--- config.mk ---
export PLATFORM = sky130hd
export DESIGN_NAME = char_lcd_nibble_interface_unit
export DESIGN_NICKNAME = d
export VERILOG_FILES = /design/src/rtl/core/clni_pkg.sv /design/src/rtl/core/clni_urom.sv /design/src/rtl/core/clni_seq.sv /design/src/rtl/core/clni_dp.sv /design/src/rtl/core/char_lcd_nibble_interface_unit.sv
export VERILOG_INCLUDE_DIRS = /design/src /design/src/rtl/core
export SDC_FILE = /design/constraint.sdc
export NUM_CORES = 1
export LEC_CHECK = 0
export BUFFER_PORTS_ARGS = -buffer_cell sky130_fd_sc_hd__buf_2
export CAP_MARGIN = 25
export CORE_MARGIN = 2
export CORE_UTILIZATION = 54
export CTS_BUF_LIST = sky130_fd_sc_hd__clkbuf_16
export DETAILED_ROUTE_END_ITERATION = 8
export GPL_TIMING_DRIVEN = 0
export PLACE_DENSITY = 0.83
export SYNTH_ARGS = -nofsm -noshare
export SYNTH_HDL_FRONTEND = slang
export SYNTH_SLANG_ARGS = --single-unit
--- constraint.sdc ---
create_clock -name clk_i -period 2.4 [get_ports clk_i]
set_input_delay 0 -clock clk_i [delete_from_list [all_inputs] [get_ports clk_i]]
set_output_delay 0 -clock clk_i [all_outputs]
set_load 0.01 [all_outputs]
--- src/rtl/core/char_lcd_nibble_interface_unit_defines.svh ---
// assertion macros for the character lcd nibble interface
`ifndef CHAR_LCD_NIBBLE_INTERFACE_UNIT_DEFINES_SVH
`define CHAR_LCD_NIBBLE_INTERFACE_UNIT_DEFINES_SVH

`ifndef SYNTHESIS
`define CLNI_ASSERT_SAME(label, ante, cons) \
  label: assert property (@(posedge clk_i) disable iff (!rst_ni) (ante) |-> (cons)) \
    else $error("%m: same-cycle check failed");
`define CLNI_ASSERT_NEXT(label, ante, cons) \
  label: assert property (@(posedge clk_i) disable iff (!rst_ni) (ante) |=> (cons)) \
    else $error("%m: next-cycle check failed");
`else
`define CLNI_ASSERT_SAME(label, ante, cons)
`define CLNI_ASSERT_NEXT(label, ante, cons)
`endif

`endif

--- src/rtl/core/clni_pkg.sv ---
package clni_pkg;

  localparam int unsigned StepW = 4;
  localparam int unsigned PhaseW = 2;

  // request kinds
  localparam logic [2:0] MODE_CMD    = 3'd0;
  localparam logic [2:0] MODE_CHAR   = 3'd1;
  localparam logic [2:0] MODE_CURSOR = 3'd2;
  localparam logic [2:0] MODE_INIT   = 3'd3;
  localparam logic [2:0] MODE_CLEAR  = 3'd4;

  // register indexes on the write port
  localparam logic REG_ROW2_OFFSET = 1'b0;
  localparam logic REG_ROW3_OFFSET = 1'b1;

  // microprogram entry points
  localparam logic [StepW-1:0] STEP_CMD    = 4'd0;
  localparam logic [StepW-1:0] STEP_CHAR   = 4'd1;
  localparam logic [StepW-1:0] STEP_CURSOR = 4'd2;
  localparam logic [StepW-1:0] STEP_INIT   = 4'd3;
  localparam logic [StepW-1:0] STEP_CLEAR  = 4'd10;

  localparam logic [PhaseW-1:0] PHASE_LAST = 2'd3;

  localparam logic [6:0] ROW0_BASE = 7'h00;
  localparam logic [6:0] ROW1_BASE = 7'h40;
  localparam logic [7:0] SET_DDRAM = 8'h80;

  // one control word: one byte on the bus
  typedef struct packed {
    logic       use_data;   // send the request word instead of the constant
    logic       rs;
    logic       done;       // end of program, return to idle
    logic [7:0] const_byte;
  } uword_t;

  typedef struct packed {
    logic              busy;
    logic [StepW-1:0]  step;
    logic [PhaseW-1:0] phase;
  } seq_stat_t;

endpackage

--- src/rtl/core/clni_urom.sv ---
module clni_urom (
  input  logic [clni_pkg::StepW-1:0] step_i,
  output clni_pkg::uword_t           uword_o
);
  import clni_pkg::*;

  always_comb begin
    unique case (step_i)
      4'd0:    uword_o = '{use_data: 1'b1, rs: 1'b0, done: 1'b1, const_byte: 8'h00};
      4'd1:    uword_o = '{use_data: 1'b1, rs: 1'b1, done: 1'b1, const_byte: 8'h00};
      4'd2:    uword_o = '{use_data: 1'b1, rs: 1'b0, done: 1'b1, const_byte: 8'h00};
      4'd3:    uword_o = '{use_data: 1'b0, rs: 1'b0, done: 1'b0, const_byte: 8'h33};
      4'd4:    uword_o = '{use_data: 1'b0, rs: 1'b0, done: 1'b0, const_byte: 8'h32};
      4'd5:    uword_o = '{use_data: 1'b0, rs: 1'b0, done: 1'b0, const_byte: 8'h28};
      4'd6:    uword_o = '{use_data: 1'b0, rs: 1'b0, done: 1'b0, const_byte: 8'h0c};
      4'd7:    uword_o = '{use_data: 1'b0, rs: 1'b0, done: 1'b0, const_byte: 8'h06};
      4'd8:    uword_o = '{use_data: 1'b0, rs: 1'b0, done: 1'b0, const_byte: 8'h01};
      4'd9:    uword_o = '{use_data: 1'b0, rs: 1'b0, done: 1'b1, const_byte: 8'h80};
      4'd10:   uword_o = '{use_data: 1'b0, rs: 1'b0, done: 1'b0, const_byte: 8'h01};
      4'd11:   uword_o = '{use_data: 1'b0, rs: 1'b0, done: 1'b1, const_byte: 8'h80};
      default: uword_o = '{use_data: 1'b0, rs: 1'b0, done: 1'b1, const_byte: 8'h00};
    endcase
  end

endmodule

--- src/rtl/core/clni_seq.sv ---
module clni_seq (
  input  logic                 clk_i,
  input  logic                 rst_ni,
  input  logic                 in_accept_i,
  input  logic [2:0]           mode_i,
  input  logic                 out_accept_i,
  input  clni_pkg::uword_t     uword_i,
  output clni_pkg::seq_stat_t  stat_o
);
  import clni_pkg::*;

  logic              busy_q, busy_d;
  logic [StepW-1:0]  step_q, step_d;
  logic [PhaseW-1:0] phase_q, phase_d;
  logic [StepW-1:0]  entry;
  logic              entry_ok;

  always_comb begin
    entry_ok = 1'b1;
    unique case (mode_i)
      MODE_CMD:    entry = STEP_CMD;
      MODE_CHAR:   entry = STEP_CHAR;
      MODE_CURSOR: entry = STEP_CURSOR;
      MODE_INIT:   entry = STEP_INIT;
      MODE_CLEAR:  entry = STEP_CLEAR;
      default: begin
        entry    = STEP_CMD;
        entry_ok = 1'b0;
      end
    endcase
  end

  always_comb begin
    busy_d  = busy_q;
    step_d  = step_q;
    phase_d = phase_q;
    if (in_accept_i && entry_ok) begin
      busy_d  = 1'b1;
      step_d  = entry;
      phase_d = '0;
    end else if (busy_q && out_accept_i) begin
      phase_d = phase_q + 2'd1;
      if (phase_q == PHASE_LAST) begin
        if (uword_i.done) begin
          busy_d = 1'b0;
        end else begin
          step_d = step_q + 4'd1;
        end
      end
    end
  end

  always_ff @(posedge clk_i or negedge rst_ni) begin
    if (!rst_ni) begin
      busy_q  <= 1'b0;
      step_q  <= '0;
      phase_q <= '0;
    end else begin
      busy_q  <= busy_d;
      step_q  <= step_d;
      phase_q <= phase_d;
    end
  end

  assign stat_o = '{busy: busy_q, step: step_q, phase: phase_q};

endmodule

--- src/rtl/core/clni_dp.sv ---
module clni_dp (
  input  logic                clk_i,
  input  logic                rst_ni,
  input  logic                in_accept_i,
  input  logic [2:0]          mode_i,
  input  logic [7:0]          byte_value_i,
  input  logic [1:0]          row_i,
  input  logic [5:0]          col_i,
  input  logic                cfg_we_i,
  input  logic                cfg_index_i,
  input  logic [6:0]          cfg_data_i,
  input  clni_pkg::uword_t    uword_i,
  input  clni_pkg::seq_stat_t stat_i,
  output logic [3:0]          nibble_o,
  output logic                rs_pin_o,
  output logic                en_pin_o,
  output logic                last_o,
  output logic                ready_res_o,
  output logic [7:0]          char_total_o
);
  import clni_pkg::*;

  logic [6:0] row2_q, row3_q;
  logic       init_q;
  logic [7:0] count_q;
  logic [7:0] data_q, data_d;
  logic [6:0] base;
  logic [6:0] addr;
  logic [7:0] bus_byte;

  always_comb begin
    unique case (row_i)
      2'd0: base = ROW0_BASE;
      2'd1: base = ROW1_BASE;
      2'd2: base = row2_q;
      2'd3: base = row3_q;
    endcase
  end

  // address wraps at 7 bits
  assign addr   = base + {1'b0, col_i};
  assign data_d = (mode_i == MODE_CURSOR) ? (SET_DDRAM | {1'b0, addr}) : byte_value_i;

  always_ff @(posedge clk_i or negedge rst_ni) begin
    if (!rst_ni) begin
      row2_q  <= 7'd16;
      row3_q  <= 7'd80;
      init_q  <= 1'b0;
      count_q <= '0;
    end else begin
      if (cfg_we_i) begin
        if (cfg_index_i == REG_ROW3_OFFSET) row3_q <= cfg_data_i;
        else                                row2_q <= cfg_data_i;
      end
      if (in_accept_i && mode_i == MODE_CHAR) count_q <= count_q + 8'd1;
      if (in_accept_i && mode_i == MODE_INIT) init_q  <= 1'b1;
    end
  end

  always_ff @(posedge clk_i) begin
    if (in_accept_i) data_q <= data_d;
  end

  assign bus_byte     = uword_i.use_data ? data_q : uword_i.const_byte;
  assign nibble_o     = stat_i.phase[1] ? bus_byte[3:0] : bus_byte[7:4];
  assign en_pin_o     = ~stat_i.phase[0];
  assign rs_pin_o     = uword_i.rs;
  assign last_o       = uword_i.done && (stat_i.phase == PHASE_LAST);
  assign ready_res_o  = init_q;
  assign char_total_o = count_q;

endmodule

--- src/rtl/core/char_lcd_nibble_interface_unit.sv ---
// latency: first pin word is offered the cycle after a request is accepted
// throughput: one pin word per cycle while out_ready_i is high, 4 words per byte; a request
//   sends one byte (command, character, cursor), two (clear and home) or seven (initialize),
//   stepped by the single step counter; the next request is taken after its last word is accepted
// reset: async active low; idle, init flag and character count cleared, row bases 16 and 80
module char_lcd_nibble_interface_unit (
  input  logic       clk_i,
  input  logic       rst_ni,
  // request channel
  input  logic       in_valid_i,
  output logic       in_ready_o,
  input  logic [2:0] mode_i,
  input  logic [7:0] byte_value_i,
  input  logic [1:0] row_i,
  input  logic [5:0] col_i,
  // register write port: index 0 row2_offset, 1 row3_offset
  input  logic       cfg_we_i,
  input  logic       cfg_index_i,
  input  logic [6:0] cfg_data_i,
  // pin word channel
  output logic       out_valid_o,
  input  logic       out_ready_i,
  output logic [3:0] nibble_o,
  output logic       rs_pin_o,
  output logic       en_pin_o,
  output logic       last_o,
  output logic       ready_res_o,
  output logic [7:0] char_total_o
);
  import clni_pkg::*;
  `include "char_lcd_nibble_interface_unit_defines.svh"

  seq_stat_t stat;
  uword_t    uword;
  logic      in_accept;
  logic      out_accept;

  // one request in flight; unknown modes are taken and dropped
  assign in_ready_o  = ~stat.busy;
  assign in_accept   = in_valid_i & in_ready_o;
  assign out_valid_o = stat.busy;
  assign out_accept  = out_valid_o & out_ready_i;

  // step counter, byte phase and end-of-program jump
  clni_seq u_seq (
    .clk_i        (clk_i),
    .rst_ni       (rst_ni),
    .in_accept_i  (in_accept),
    .mode_i       (mode_i),
    .out_accept_i (out_accept),
    .uword_i      (uword),
    .stat_o       (stat)
  );

  // microprogram: one control word per byte sent
  clni_urom u_urom (
    .step_i  (stat.step),
    .uword_o (uword)
  );

  // request word, cursor address, counters and pin word forming
  clni_dp u_dp (
    .clk_i        (clk_i),
    .rst_ni       (rst_ni),
    .in_accept_i  (in_accept),
    .mode_i       (mode_i),
    .byte_value_i (byte_value_i),
    .row_i        (row_i),
    .col_i        (col_i),
    .cfg_we_i     (cfg_we_i),
    .cfg_index_i  (cfg_index_i),
    .cfg_data_i   (cfg_data_i),
    .uword_i      (uword),
    .stat_i       (stat),
    .nibble_o     (nibble_o),
    .rs_pin_o     (rs_pin_o),
    .en_pin_o     (en_pin_o),
    .last_o       (last_o),
    .ready_res_o  (ready_res_o),
    .char_total_o (char_total_o)
  );

  // no request taken while pin words are pending
  `CLNI_ASSERT_SAME(a_one_in_flight, out_valid_o, !in_ready_o)
  // the last word ends the request
  `CLNI_ASSERT_NEXT(a_last_ends, out_accept && last_o, !out_valid_o)
  // an enable-high word is always followed by its enable-low partner
  `CLNI_ASSERT_NEXT(a_en_pairs, out_accept && en_pin_o, out_valid_o && !en_pin_o)
  // initialize sets the ready flag before its first pin word
  `CLNI_ASSERT_NEXT(a_init_ready, in_accept && mode_i == MODE_INIT, ready_res_o)

endmodule
; Word-level counts from Yosys, hierarchy flattened
; Memory sizes are Yosys's and may differ from the RTL's.
; Index checks and enable logic that the tools add are counted.
; Widths: inputs -> output; s select.
[totals]
register_bits = 38
in_bits = 32
wordCells = 59
rom_bits = 160
mem_count = 1
[op_classes]
n_eq_ne = 9
addsub = 4
n_mux = 16
n_bitwise = 5
reduce_logical = 15
[mem_list]
columns = name, depth, word_bits, rd, rd_ports_with_merged_regs, write_ports, line
row1 = (no name shown), 16, 10, 1, 0, 0, clni_urom.sv:8  ; unique case (step_i)
[ops]
columns = cell, count
row1 = $pmux 7 s4, 1
row2 = $mux 4, 5
row3 = $pmux 4 s4, 1
row4 = $add 8x1->8 const B, 1
row5 = $mux 8, 1
row6 = $add 7x6->7, 1
row7 = $mux 7, 1
row8 = $eq 2x2->1 const B, 3
row9 = $eq 3x2->1 const B, 2
row10 = $reduce_and 3->1, 2
row11 = $reduce_bool 2->1, 3
row12 = $logic_and 1x1->1, 5
row13 = $mux 1, 5
row14 = $reduce_or 5->1, 1
row15 = $add 4x1->4 const B, 1
row16 = $mux 2, 2
row17 = $reduce_and 2->1, 2
row18 = $eq 3x1->1 const B, 1
row19 = $eq 3x3->1 const B, 1
row20 = $logic_not 3->1, 1
row21 = $not 1->1, 3
row22 = $add 2x1->2 const B, 1
row23 = $and 1x1->1, 2
row24 = $eq 2x1->1 const B, 1
row25 = other kinds (2), 2

; Longest topological paths before layout
[depth]
word_depth = 6
ltp_mapped = 9
ltp_nobuf = 8

; Hierarchy
; A second synthesis with hierarchy kept.
[hier_totals]
hier_cells = 198
area_unflattened_um2 = 2290.9
[by_module_without_submodules]
columns = mod, n_inst, cells_per_inst, area_each_um2
row1 = clni_dp, 1, 128, 1679.1
row2 = clni_seq, 1, 40, 390.4
row3 = clni_urom, 1, 27, 205.2
row4 = char_lcd_nibble_interface_unit, 1, 3, 16.3

; Least setup slack after synthesis
; Ideal clock, no wire load.
[synth_path]
path_type = register -> register
startpoint = register u_dp.row3_q[0]
endpoint = register u_dp.data_q[6] (data pin)
arrival_ps = 1703
period_less_slack_ps = 1974
path_stages_with_launch = 9
setup_time_ps = 271
setup_slack_ps = 426
cell_sequence = dfrtp_1 -> mux2i_1 -> nor2b_1 -> ha_1 -> fa_1 -> a211oi_1 -> o21bai_1 -> o2111ai_1 -> o211ai_1
[synth_via]
elab_chain_cells = 3
[synth_lines]
columns = element, line
row1 = "start, declared", clni_dp.sv:23  ; logic [6:0] row2_q, row3_q;
row2 = "start signal, assigned", clni_dp.sv:52  ; if (cfg_index_i == REG_ROW3_OFFSET) row3_q <= cfg_data_i;
row3 = $pmux 7 s4, clni_dp.sv:32  ; unique case (row_i)
row4 = $add 7x6->7, clni_dp.sv:41  ; assign addr = base + {1'b0, col_i};
row5 = $mux 7, clni_dp.sv:42  ; assign data_d = (mode_i == MODE_CURSOR) ? (SET_DDRAM | {1'b0, addr}) : byte_value_i;
row6 = via u_dp.data_d[6], clni_dp.sv:26  ; logic [7:0] data_q, data_d;
row7 = "end signal, assigned", clni_dp.sv:61  ; if (in_accept_i) data_q <= data_d;
row8 = "end, declared", clni_dp.sv:26
; The timed path passes the listed nets, and every way through them passes these cells.
; A chain may end at the register's enable or synchronous reset.

; Worst setup path in the final report
; Same ends and word-level chain as after synthesis.

==> metrics.md <==
| Metric | Value |
|---|---|
| Outcome | completed |
| Final hold violations | 0 |
| Antenna Nets Post-Route | 0 |
| Post-Synth XOR/XNOR Area | 0.0341 |
| Max-slew violation count | 0 |
| Multiplexer area fraction after synthesis | 0.145 |
| Final std cells w/o fill | about 330 |
| Port buffer count | 48 |
| Simple logic cell fraction of the synthesized area | 0.159 |
| EDFF count, synth | 8 |
| Die X | about 69 um |
| Largest family of logic cells by synthesized area | simple AND/OR/NAND/NOR gates |
| Critical Path RT | 2.41 ns |
| Slew HR | 0.563 |
| Crit path DAT | 2.17 ns |
| Post-Syn Area per Cell | between 10 and 15 um^2 |
| Clock-pin slew on the worst setup and hold paths | 0.06 ns |
| Area share of the largest cell type after synthesis | 0.293 |
| Setup Crit Path Kind | register to register |
| CTS Sinks | 38 |
| Inst Count DP | 310 |
| Post-synthesis adder-cell area fraction | 0.0791 |
| Leakage | 1.34 nW |
| Switch share | 0.348 |
| IO Pins | 50 |
| TritonCTS clock tree | yes |
| Placement Setup Slack | roughly 0.26 ns |
| Clock buffer depth | 2 |
| Layout cells sized above 1 | 0.329 |
| Die height | between 60 and 70 um |
| Residual DRC | 0 |
| Clk network pwr share | 0.239 |
| Unrepaired setup endpoints after global routing | false |
| Min-Delay Path Class | input pin to register |
| Internal | 1.67 mW |
| Vias/cell | around 5.5 |
| Async SR Flop Fraction | 0.789 |
| FILL cells | between 300 and 400 |
| Worst Tran Pin Value | between 0.6 and 0.7 ns |
| Number of global-route vias before repair | 1747 |
| H-tree depth | 2 |
| Clock root buffer master | clkbuf_16 |
| DP Area | around 2600 um^2 |
| Register area | approximately 990 um^2 |
| FMAX | 462 MHz |
| Wire per inst | 13.6 um |
| Top post-synthesis cells by area | dfrtp_1 (29%), edfxtp_1 (10%), mux2_2 (8.8%), ha_1 (7.0%), mux2i_1 (4.8%) |
| Detailed router's first-iteration violation count | 64 |
| First-pass GRT wire length | approximately 7500 um |
| Area occupied by multi-input gates | 1240 um^2 |
| Post-DP HPWL | about 3400 um |
| Post-synthesis sequential area ratio | 0.431 |
| Core Footprint | just over 4000 um^2 |
| Unique masters post-synth | 49 |
| Pin count of the biggest net entering global routing | 31 |
| Die Footprint | around 4800 um^2 |
| Ys Warns | 0 |
| Worst setup margin | 0.235 ns |
| Cell taking the most area after synthesis | dfrtp_1 |
| GRT Resource Usage Total | 0.194 |
| Total gr overflow | 0 |
| Setup crit start kind | register |
| Synth Instances | about 210 |
| CP max FO | 3 |
| Flop pwr share | 0.363 |
| Setup Skew | 0.00718 ns |
| Reg2reg path depth | 8 |
| Final TNS setup | 0 ns |
| Max-cap violation count | 0 |
| Worst Hold Depth | 3 |
| # nets final | approximately 320 |
| Crit share post-route | 0.902 |
| NetSw | between 0.8 and 0.9 mW |
| PwrDens | 901 nW/um^2 |
| First-pass DRT Iterations | 4 |
| Kind of end point of the critical path | register |
| P&R area growth vs syn | 23.0% |
| Worst vdd ir | between 400 and 500 uV |
| Syn Nets | approximately 260 |
| Final setup vio count | 0 |
| Total setup buffers inserted after CTS | 0 |
| Final Wtd Congestion | 0.800 |
| Comb power frac | 0.398 |
| Compound-Gate Fraction of Synth Area | 0.120 |
| Top FF cell, synth | dfrtp_1 |
| Vias | between 1500 and 2000 |
| Design Area, Final | roughly 2800 um^2 |
| Number of synthesized register bits | 38 |
| Cell Area, Synth | roughly 2300 um^2 |
| Post-Route WL | between 4000 and 5000 um |
| Total CTS buffers | 5 |
| Skew-Pair Late Insertion Delay | 0.28 ns |
| FP Rows | 23 |
| # diodes | 0 |
| Period minus WS final | between 2 and 2.5 ns |
| Initial Utilization | 0.569 |
| Initial antenna violation count | 0 |
==> stage by stage <==
| stage | hold slack, ns | total power [mW] | utilization |
|---|---|---|---|
| after floorplan | -0.296 | 1.63 | - |
| after CTS | 0.00130 | 2.57 | 0.700 |
| after detailed placement | 0.0629 | 1.94 | 0.644 |
| final | 0.00292 | 2.56 | 0.700 |
| after global placement | 0.0557 | 1.91 | 0.644 |
| after global routing | 0.00681 | 2.74 | 0.700 |
==> placed cells by master (no fill, tap or decap), types with 3 or more instances in the layout <==
cell / n
inv_1: 9
nand2_1: 19
o21ai_0: 10
buf_2: 53
edfxtp_1: 8
nand4_1: 4
xnor2_1: 8
dfrtp_1: 27
dlygate4sd3_1: 9
mux2_2: 18
nand3_1: 3
nor2_1: 10
dfstp_2: 3
clkbuf_16: 5
ha_1: 13
a21o_1: 3
a21oi_1: 6
a211oi_1: 5
nand2b_1: 3
nor2b_1: 9
mux2i_1: 11
==> power by group through the flow <==
stage               clock network (mW)  registers, mW  logic (mW)
global placement                     0          0.933       0.974
global route                     0.649          0.951        1.14
detailed placement                   0          0.939        1.00
CTS                              0.619          0.927        1.02
floorplan                            0          0.924       0.703
finish                           0.610          0.929        1.02
==> per-layer routing <==
| metal | global-route usage | routed length [um] | vias to the layer above |
|---|---|---|---|
| met3 | 0.0480 | 135 | 13 |
| met4 | 0.0806 | 129 | 0 |
| li1 | - | - | 897 |
| met2 | 0.343 | 2320 | 30 |
| met1 | 0.222 | 1870 | 872 |
| met5 | 0 | 0 | - |
==> cells in the mapped netlist, types with 6 or more instances <==
| library cell | instances |
|---|---|
| dfrtp_1 | 27 |
| nand2_1 | 19 |
| mux2_2 | 18 |
| ha_1 | 13 |
| mux2i_1 | 11 |
| nor2_1 | 10 |
| o21ai_0 | 10 |
| nor2b_1 | 9 |
| edfxtp_1 | 8 |
| inv_1 | 8 |
| xnor2_1 | 8 |
| a21oi_1 | 6 |
==> final timing paths <==
check	start	endpoint	slack, ns
setup / recovery	u_dp.row3_q[0]	u_dp.data_q[6]	0.24
hold / removal	out_ready_i	u_seq.phase_q[1]	0.003
setup reg to reg	u_dp.row3_q[0]	u_dp.data_q[6]	0.24
hold reg to reg	u_dp.ready_res_o	u_dp.ready_res_o	0.46
max in group asynchronous	rst_ni	u_dp.char_total_o[4]	1.68
min in group asynchronous	rst_ni	u_seq.busy_q	0.29
==> cell families (layout without fill, tap and decap cells) <==
kind of cell,after synthesis,count (layout)
mux,30,30
fa+ha+maj,14,14
xor+xnor,9,9
compound gates,41,41
flops,38,38
simple gates,64,64
buf+inv,16,81
==> flip-flops by register name, summed over array words and instances (netlist names) <==
signal and cells:
u_dp.char_total_o 8, u_dp.data_q 8, u_dp.row2_q 7, u_dp.row3_q 7, u_seq.step_q 4, u_seq.phase_q 2
u_dp.ready_res_o 1, u_seq.busy_q 1
==> repair_timing <==
action / CTS / global route
hold buffers: 9 / 0
resized for setup: 0 / 0
endpoints found under the hold margin: 42 / 0
==> cell type report <==
type | count | share of cell area
multi-input combinational | 158 | 0.437
sequential | 38 | 0.350
timing repair buffer | 57 | 0.116
clock buffer | 5 | 0.0441
tap | 50 | 0.0220
buffer | 8 | 0.0154
inverter | 8 | 0.0106
clock inverter | 3 | 0.00441
==> critical path, cell delays in order, from the launching register on <==
cell and delay [ns]:
dfrtp_1 0.37, mux2i_1 0.14, nor2b_1 0.07, ha_1 0.21
fa_1 0.43, a211oi_1 0.29, o21bai_1 0.15, o2111ai_1 0.12
o211ai_1 0.11
(Power assumes the default switching activity.)
